$ cat config.mk
export PLATFORM = sky130hd
export DESIGN_NAME = vliw_instruction_format_decode_top
export DESIGN_NICKNAME = d
export VERILOG_FILES = /design/src/sv/vifd_pkg.sv /design/src/sv/vliw_instruction_format_decode_top.sv
export SDC_FILE = /design/constraint.sdc
export NUM_CORES = 1
export LEC_CHECK = 0
export BUFFER_PORTS_ARGS = -buffer_cell sky130_fd_sc_hd__buf_2
export CAP_MARGIN = 5
export CORE_MARGIN = 1
export CORE_UTILIZATION = 55
export CTS_CLUSTER_DIAMETER = 60
export DETAILED_ROUTE_END_ITERATION = 10
export PLACE_DENSITY = 0.83
export SLEW_MARGIN = 15
export SYNTH_ARGS = -nofsm -noshare
export SYNTH_HDL_FRONTEND = slang
export SYNTH_SLANG_ARGS = --single-unit
$ cat constraint.sdc
create_clock -name clk -period 7.65 [get_ports clk]
set_input_delay 1.53 -clock clk [delete_from_list [all_inputs] [get_ports clk]]
set_output_delay 1.53 -clock clk [all_outputs]
set_load 0.05 [all_outputs]
$ cat src/sv/vifd_pkg.sv
// vifd_pkg: shared types, constants and the size-code lookup for the
// vliw instruction format decoder; no dependencies
package vifd_pkg;

    localparam int SLOT_COUNT = 5;
    localparam int CODE_W     = 2;

    localparam logic [5:0] SIZE_NOP = 6'd0;
    localparam logic [5:0] SIZE_24  = 6'd24;
    localparam logic [5:0] SIZE_32  = 6'd32;
    localparam logic [5:0] SIZE_40  = 6'd40;

    localparam logic [7:0] FORMAT_BITS    = 8'd16;
    localparam logic [7:0] GROUP_PAD_BITS = 8'd8;
    localparam logic [2:0] GROUP_LIMIT    = 3'd3;
    localparam logic [2:0] OFFSET_LIMIT   = 3'd2;

    typedef enum logic [1:0] {
        CODE_24  = 2'd0,
        CODE_32  = 2'd1,
        CODE_40  = 2'd2,
        CODE_NOP = 2'd3
    } code_t;

    function automatic logic [5:0] size_of_code(input code_t code);
        logic [5:0] sz;
        unique case (code)
            CODE_24:  sz = SIZE_24;
            CODE_32:  sz = SIZE_32;
            CODE_40:  sz = SIZE_40;
            CODE_NOP: sz = SIZE_NOP;
            default:  sz = SIZE_NOP;
        endcase
        return sz;
    endfunction

endpackage

$ cat src/sv/vliw_instruction_format_decode_top.sv
// vliw_instruction_format_decode_top: format field decoder with input
// register, single-pass decode logic and result register; uses vifd_pkg
//
// usage: an input beat carries a 16-bit format field and the slot number
// being asked about; every input beat yields exactly one output beat with
// the slot's operation size, its index among the real operations, the bit
// offsets of its 24-bit part and of its extension bytes (both counted after
// the format field), the instruction length and the operation count.
// slot numbers 5 to 7 read as an absent nop slot past the last one.
// path: the input register loads on the edge that accepts the beat, and
// the result register loads from it once the output side can advance.
// throughput: one beat per cycle while out_ready is high, sustained, with
// no bubbles; the decode is a short adder chain over five slots between
// the two registers.
// reset: rst_n clears both valid flags; no state survives between beats.
// stall: while out_ready is low the result register holds; the input
// register still takes one more beat, and in_ready drops only when both
// registers are full.
module vliw_instruction_format_decode_top
    import vifd_pkg::*;
(
    input  logic        clk,
    input  logic        rst_n,
    input  logic        in_valid,
    output logic        in_ready,
    input  logic [15:0] format_field,
    input  logic [2:0]  slot_number,
    output logic        out_valid,
    input  logic        out_ready,
    output logic [5:0]  op_size_bits,
    output logic [2:0]  real_op_index,
    output logic [6:0]  op_bit_offset,
    output logic [7:0]  ext_bit_offset,
    output logic [7:0]  instr_length_bits,
    output logic [2:0]  op_count
);

    logic        s1_valid_reg;
    logic [15:0] fmt_reg;
    logic [2:0]  slot_reg;

    logic        out_valid_reg;
    logic [5:0]  size_reg;
    logic [2:0]  index_reg;
    logic [6:0]  op_off_reg;
    logic [7:0]  ext_off_reg;
    logic [7:0]  len_reg;
    logic [2:0]  count_reg;

    logic        adv_out;

    logic [5:0]  size_next;
    logic [2:0]  index_next;
    logic [6:0]  op_off_next;
    logic [7:0]  ext_off_next;
    logic [7:0]  len_next;
    logic [2:0]  count_next;

    logic [5:0]  sz;
    logic [6:0]  ext_below;

    assign adv_out  = !out_valid_reg || out_ready;
    assign in_ready = !s1_valid_reg || adv_out;

    always_comb
    begin
        count_next = 3'd0;
        index_next = 3'd0;
        ext_below  = 7'd0;
        len_next   = FORMAT_BITS;
        size_next  = SIZE_NOP;
        sz         = SIZE_NOP;
        for (int i = 0; i < SLOT_COUNT; i++)
        begin
            sz = size_of_code(code_t'(fmt_reg[CODE_W*i +: CODE_W]));
            if (sz != SIZE_NOP)
            begin
                count_next = count_next + 3'd1;
                len_next   = len_next + {2'b00, sz};
                if (3'(i) < slot_reg)
                begin
                    index_next = index_next + 3'd1;
                    ext_below  = ext_below + {1'b0, sz - SIZE_24};
                end
            end
            if (3'(i) == slot_reg)
            begin
                size_next = sz;
            end
        end
        if (count_next > GROUP_LIMIT)
        begin
            len_next = len_next + GROUP_PAD_BITS;
        end

        op_off_next = 7'd0;
        if (size_next != SIZE_NOP)
        begin
            op_off_next = 7'(24 * index_next);
            if (index_next > OFFSET_LIMIT)
            begin
                op_off_next = op_off_next + 7'(GROUP_PAD_BITS);
            end
        end

        ext_off_next = 8'd0;
        if (size_next > SIZE_24)
        begin
            ext_off_next = 8'(24 * count_next) + {1'b0, ext_below};
            if (count_next > GROUP_LIMIT)
            begin
                ext_off_next = ext_off_next + GROUP_PAD_BITS;
            end
        end
    end

    always_ff @(posedge clk or negedge rst_n)
    begin
        if (!rst_n)
        begin
            s1_valid_reg  <= 1'b0;
            out_valid_reg <= 1'b0;
        end
        else
        begin
            if (in_ready)
            begin
                s1_valid_reg <= in_valid;
            end
            if (adv_out)
            begin
                out_valid_reg <= s1_valid_reg;
            end
        end
    end

    always_ff @(posedge clk)
    begin
        if (in_valid && in_ready)
        begin
            fmt_reg  <= format_field;
            slot_reg <= slot_number;
        end
        if (s1_valid_reg && adv_out)
        begin
            size_reg    <= size_next;
            index_reg   <= index_next;
            op_off_reg  <= op_off_next;
            ext_off_reg <= ext_off_next;
            len_reg     <= len_next;
            count_reg   <= count_next;
        end
    end

    assign out_valid         = out_valid_reg;
    assign op_size_bits      = size_reg;
    assign real_op_index     = index_reg;
    assign op_bit_offset     = op_off_reg;
    assign ext_bit_offset    = ext_off_reg;
    assign instr_length_bits = len_reg;
    assign op_count          = count_reg;

endmodule
# After elaboration in Yosys (flattened, before gate mapping)
# Cells that the tools add are included.
# Widths: inputs -> output; s select.
[op_classes]
div_mod_pow = 0
n_bitwise = 0
n_shift = 0
addsub = 26
mux = 43
reduce_logical = 19
n_eq_ne = 19
mul = 2
n_lt_le_gt_ge = 8
[ops]
columns = ["operator", "count"]
rows = [
  ["$pmux 6 s4", 5],
  ["$mux 7", 10],
  ["$mux 8", 6],
  ["$mux 6", 7],
  ["$mux 3", 12],
  ["$reduce_bool 6->1", 6],
  ["$add 8x6->8", 4],
  ["$sub 6x5->6 const B", 5],
  ["$add 7x6->7", 4],
  ["$add 3x1->3 const B", 8],
  ["$eq 2x2->1 const B", 10],
  ["$add 8x4->8 const B", 2],
  ["$eq 2x1->1 const B", 5],
  ["$logic_not 2->1", 5],
  ["$add 8x7->8", 1],
  ["$add 5x6->7 const A", 1],
  ["$add 7x4->7 const B", 1],
  ["$eq 2x3->1 const A", 2],
  ["$gt 3x2->1 const B", 2],
  ["$gt 6x5->1 const B", 1],
  ["$lt 1x3->1 const A", 2],
  ["$lt 2x3->1 const A", 2],
  ["$mul 2x3->5 const A", 1],
  ["$mul 2x3->4 const A", 1],
  ["other kinds (9)", 14],
]
[totals]
reg_bits = 50
memories = 0
mem_bits_rw = 0
in_bits = 23
mem_bits_ro = 0
latch_bits = 0

# Depth between registers and ports, before layout
[depth]
depth_word = 20
ltp_mapped = 25
mapped_depth_nobuf = 25

# Least setup slack after synthesis
# OpenSTA, ideal clock, no wires.
[synth_path]
path_kind = "reg-to-reg"
startpoint = "register fmt_reg[0]"
endpoint = "register ext_off_reg[7] (netlist: ext_bit_offset[7]) (data pin)"
path_stages_with_launch = 25
synth_period_minus_slack_ns = 5.727
arrival_time_ns = 5.457
t_required_ns = 7.380
path_slack_ns = 1.923
setup_ns = 0.270
path_cell_list = "edfxtp_1 > inv_1 > ha_1 > or2_4 > nor3_1 > ha_1 > inv_1 > fa_1 > o21ai_0 > fa_1 > mux2_2 > fa_1 > mux2i_1 > inv_1 > ha_1 > a21oi_1 > nor2b_1 > o21ai_0 > xnor2_1 > xnor2_1 > ha_1 > xor2_1 > nor3b_1 > xnor2_1 > nor2_1"
[synth_between]
elab_chain_cells = 20
elab_cells_between_ends = 41
[synth_lines]
columns = ["element", "line", "rtl"]
rows = [
  ["from (decl)", "vliw_instruction_format_decode_top.sv:39", "logic [15:0] fmt_reg;"],
  ["from (signal assigned)", "vliw_instruction_format_decode_top.sv:141", "fmt_reg <= format_field;"],
  ["$eq 2x2->1 (tied with other cells)", "vifd_pkg.sv:27", "unique case (code)"],
  ["$pmux 6 s4 *", "vifd_pkg.sv:27", ""],
  ["$sub 6x5->6", "vliw_instruction_format_decode_top.sv:83", "ext_below = ext_below + {1'b0, sz - SIZE_24};"],
  ["$mux 6", "vliw_instruction_format_decode_top.sv:80", "if (3'(i) < slot_reg)"],
  ["$mux 6", "vliw_instruction_format_decode_top.sv:76", "if (sz != SIZE_NOP)"],
  ["$add 7x6->7", "vliw_instruction_format_decode_top.sv:83", ""],
  ["$mux 7", "vliw_instruction_format_decode_top.sv:80", ""],
  ["$mux 7", "vliw_instruction_format_decode_top.sv:76", ""],
  ["(+4 left out)", "-", ""],
  ["$mux 7", "vliw_instruction_format_decode_top.sv:80", ""],
  ["$mux 7", "vliw_instruction_format_decode_top.sv:76", ""],
  ["$add 7x6->7", "vliw_instruction_format_decode_top.sv:83", ""],
  ["$mux 7", "vliw_instruction_format_decode_top.sv:80", ""],
  ["$mux 7", "vliw_instruction_format_decode_top.sv:76", ""],
  ["$add 8x7->8", "vliw_instruction_format_decode_top.sv:109", "ext_off_next = 8'(24 * count_next) + {1'b0, ext_below};"],
  ["$add 8x4->8", "vliw_instruction_format_decode_top.sv:112", "ext_off_next = ext_off_next + GROUP_PAD_BITS;"],
  ["$mux 8", "vliw_instruction_format_decode_top.sv:110", "if (count_next > GROUP_LIMIT)"],
  ["to (signal assigned)", "vliw_instruction_format_decode_top.sv:149", "ext_off_reg <= ext_off_next;"],
  ["to (decl)", "vliw_instruction_format_decode_top.sv:46", "logic [7:0] ext_off_reg;"],
]
# Every way passes the cells marked *; elsewhere a longest branch is shown, timed or not. The select of a mux whose other input is x is not followed.
# A chain may end at the register's enable or synchronous reset.

# Worst setup path in the final report
[layout_path]
startpoint = "register fmt_reg[1]"
endpoint = "register ext_off_reg[7] (netlist: ext_bit_offset[7]) (data pin)"
# The elaborated chain is that of the path after synthesis.

==> flow_summary.ini <==
[outcome]
status = complete, no violations

[logic_synthesis]
avgSynthCellArea_um2 = 10.31
synthAdderAreaFrac_pct = 26.89
synth_ff_type = edfxtp_1
synth_compound_area_share_pct = 8.953
netlist_instances = 400
synthSimpleGateAreaFrac_pct = 11.84
synth-edff-count = 36
ys_seq_area_share_pct = 27.44
ys_seq_elements = 38
synth.area.mux_share_pct = 7.648
async_flop_share_pct = 5.263
synth_cell_type_count = 59
synth-xor-area-share_pct = 9.742
synth_warnings = 0
synth.cell_area_um2 = 4123
synth_top_family_by_area = adder cells

[detailed_routing]
wl_um = 7459
drt-met1-wl_um = 3255
maxUsedRoutingLayer = met4
via_count = 2855
drt.antenna.violating_nets = 0
drt-initial-drc-count = 99
wl_per_cell_um = 13.84
via_per_inst = 5.297
wl_met3_um = 287
route.detailed.drc = 0
dr.pass1.iters = 4
met2_length_um = 3783

[finish]
layout_commonest_cell = ha_1
largest_reg_flops = 10
final_nets = 544
diodes = 0
layout_common_cells = 71 x ha_1, 45 x inv_1, 41 x buf_2, 36 x edfxtp_1, 27 x xnor2_1
drive_gt1_share_pct = 16.82
area_delta_synth_final_pct = 8.255

[die]
initial_utilization_pct = 56.84
pin_count = 60
die_x_um = 88.58
core_area_um2 = 7253
fp.dieH_um = 88.58
dieArea_um2 = 7846
std_cell_rows = 31

[clock_tree]
cts-resized-gates = 0
tritoncts = yes
numCtsBuffers = 5
cts_root_buffer = clkbuf_8
cts_buffer_depth = 2
post_cts_buffers = 0
postCtsHoldBufs = 0
clk_pin_slew_worst_paths_ps = 80
cts_sinks = 38
clk_latency_ps = 300
htreeDepth = 2

[timing]
worst_clock_skew_ps = 9.179
hold_violations = 0
holdWs_ps = 500.8
fmax_mhz = 155.9
worst_slack_ps = 1236
finalCritPeriodShare_pct = 83.85
min_period_ps = 6414
max-slew-margin-rel_pct = 29.36
setup_tns_ps = 0
tightestPinTransition_ps = 1060
setup_viol = 0
timing.final.max_slew_violations = 0
rsz0062_at_grt = no

[worst_setup_path]
critical_path.max_fanout = 6
crit_end = ext_bit_offset[7]$_SDFFCE_PP0P_
crit_top_cell = ha_1
crit_start = fmt_reg[1]$_DFFE_PP_
cp_data_required_time_ps = 7680
criticalPathCategory = reg -> reg
r2r-end = ext_bit_offset[7]$_SDFFCE_PP0P_
r2r_start = fmt_reg[1]$_DFFE_PP_
cp_cell_sequence = inv_1, ha_1, or2_4, nor3_1, ha_1, inv_1, fa_1, o21ai_0, fa_1, mux2_2, fa_1, mux2i_1, inv_1, ha_1, a21oi_1, nor2b_1, o21ai_0, xnor2_1, xnor2_1, ha_1, xor2_1, nor3b_1, xnor2_1, nor2_1
rr_worst_depth = 24
reg2reg_slack_ps = 1240
endpoint_kind = register
arrival_ps = 6450
start_kind = register
slowest_delay_ps = 490
critPathSlowestCell = fa_1

[pwr]
vdd_drop_max_v = 0.0001215
leakagePower_nw = 2.058
p_per_area_nw_per_um2 = 310.2

[job]
max_cap_viol_count = 0

[placed_design]
port_buffers = 41
preCtsSetupSlack_ps = 1287
detailed_place_hpwl_um = 5920
gp_congestion = 0.8788

[global_routing]
gr-total-overflow = 0
grt_pass1_wl_um = 12360
grt_pass1_vias = 2786
grt_max_degree = 24
grt_usage_pct = 20.79
antenna_found_initial = 0

[min_path]
hp-class = reg -> reg
-- kinds of logic after synthesis --
family	after synthesis
simple gates	92
buf+inv	65
compound gates	56
other cells	1
fa+ha+maj	82
xor+xnor	41
mux	25
flops	38
-- Yosys cell counts (3+ instances only) --
cell type	n	area, um^2
a211oi_1	4	30.03
a21o_1	4	30.03
a21oi_1	15	75.07
and2_1	3	18.77
buf_2	7	35.03
buf_4	12	90.09
edfxtp_1	36	1081
fa_1	11	220.2
ha_1	71	888.4
inv_1	45	168.9
mux2_2	13	146.4
mux2_4	4	60.06
mux2i_1	6	60.06
nand2_1	18	67.56
nand2b_1	8	50.05
nand3_1	5	25.02
nor2_1	24	90.09
nor2b_1	11	68.82
nor3_1	5	25.02
o211ai_1	3	22.52
o21ai_0	11	55.05
or3_1	3	18.77
xnor2_1	27	236.5
xor2_1	11	96.34
-- per-stage QoR --
stage | instances | utilization [%] | power, mW | cell area [um^2]
after floorplan | 411 | - | 1.065 | 4164
after global placement | 531 | 60.07 | 1.170 | 4357
after detailed placement | 531 | 60.07 | 1.208 | 4357
after CTS | 539 | 61.53 | 1.392 | 4463
after global routing | 539 | 61.53 | 1.501 | 4463
final | 539 | 61.53 | 1.384 | 4463
-- report_power, final --
| group | internal [mW] | total, mW | switching, mW |
|---|---|---|---|
| registers | 0.297 | 0.311 | 0.0144 |
| clock network | 0.0977 | 0.175 | 0.0774 |
| logic | 0.360 | 0.898 | 0.538 |
| total | 0.754 | 1.38 | 0.630 |
-- critical path, delay by kind of cell, from the launching register on --
family,cells,cell delay (ps)
simple gates,5,970
mux,2,610
xor+xnor,4,710
flops,1,450
buf+inv,3,210
compound gates,3,750
fa+ha+maj,7,2440
-- cell type report --
cell class / count / area [um^2]
fill: 592 / 2790
multi-input combinational: 308 / 2728
sequential: 38 / 1131
timing repair buffer: 41 / 205.2
inverter: 45 / 168.9
tap: 99 / 123.9
clock buffer: 7 / 76.32
clock inverter: 1 / 30.03
-- layer usage --
layer  GRT usage [%]  up-vias
li1                -     1431
met1           25.09     1347
met2           37.06       65
met3           3.731       12
met4           7.478        0
met5               0        -
-- worst min-delay path by stage --
| stage | start | endpoint | slack, ps | depth (start not counted) |
|---|---|---|---|---|
| floorplan | s1_valid_reg$_DFFE_PN0N_ | out_valid$_DFFE_PN0P_ | 450 | 1 |
| global placement | s1_valid_reg$_DFFE_PN0N_ | out_valid$_DFFE_PN0P_ | 460 | 1 |
| detailed placement | s1_valid_reg$_DFFE_PN0N_ | out_valid$_DFFE_PN0P_ | 490 | 1 |
| CTS | s1_valid_reg$_DFFE_PN0N_ | out_valid$_DFFE_PN0P_ | 520 | 1 |
| global route | s1_valid_reg$_DFFE_PN0N_ | out_valid$_DFFE_PN0P_ | 550 | 1 |
| finish | s1_valid_reg$_DFFE_PN0N_ | out_valid$_DFFE_PN0P_ | 500 | 1 |
Power figures use the tool's default switching activity.
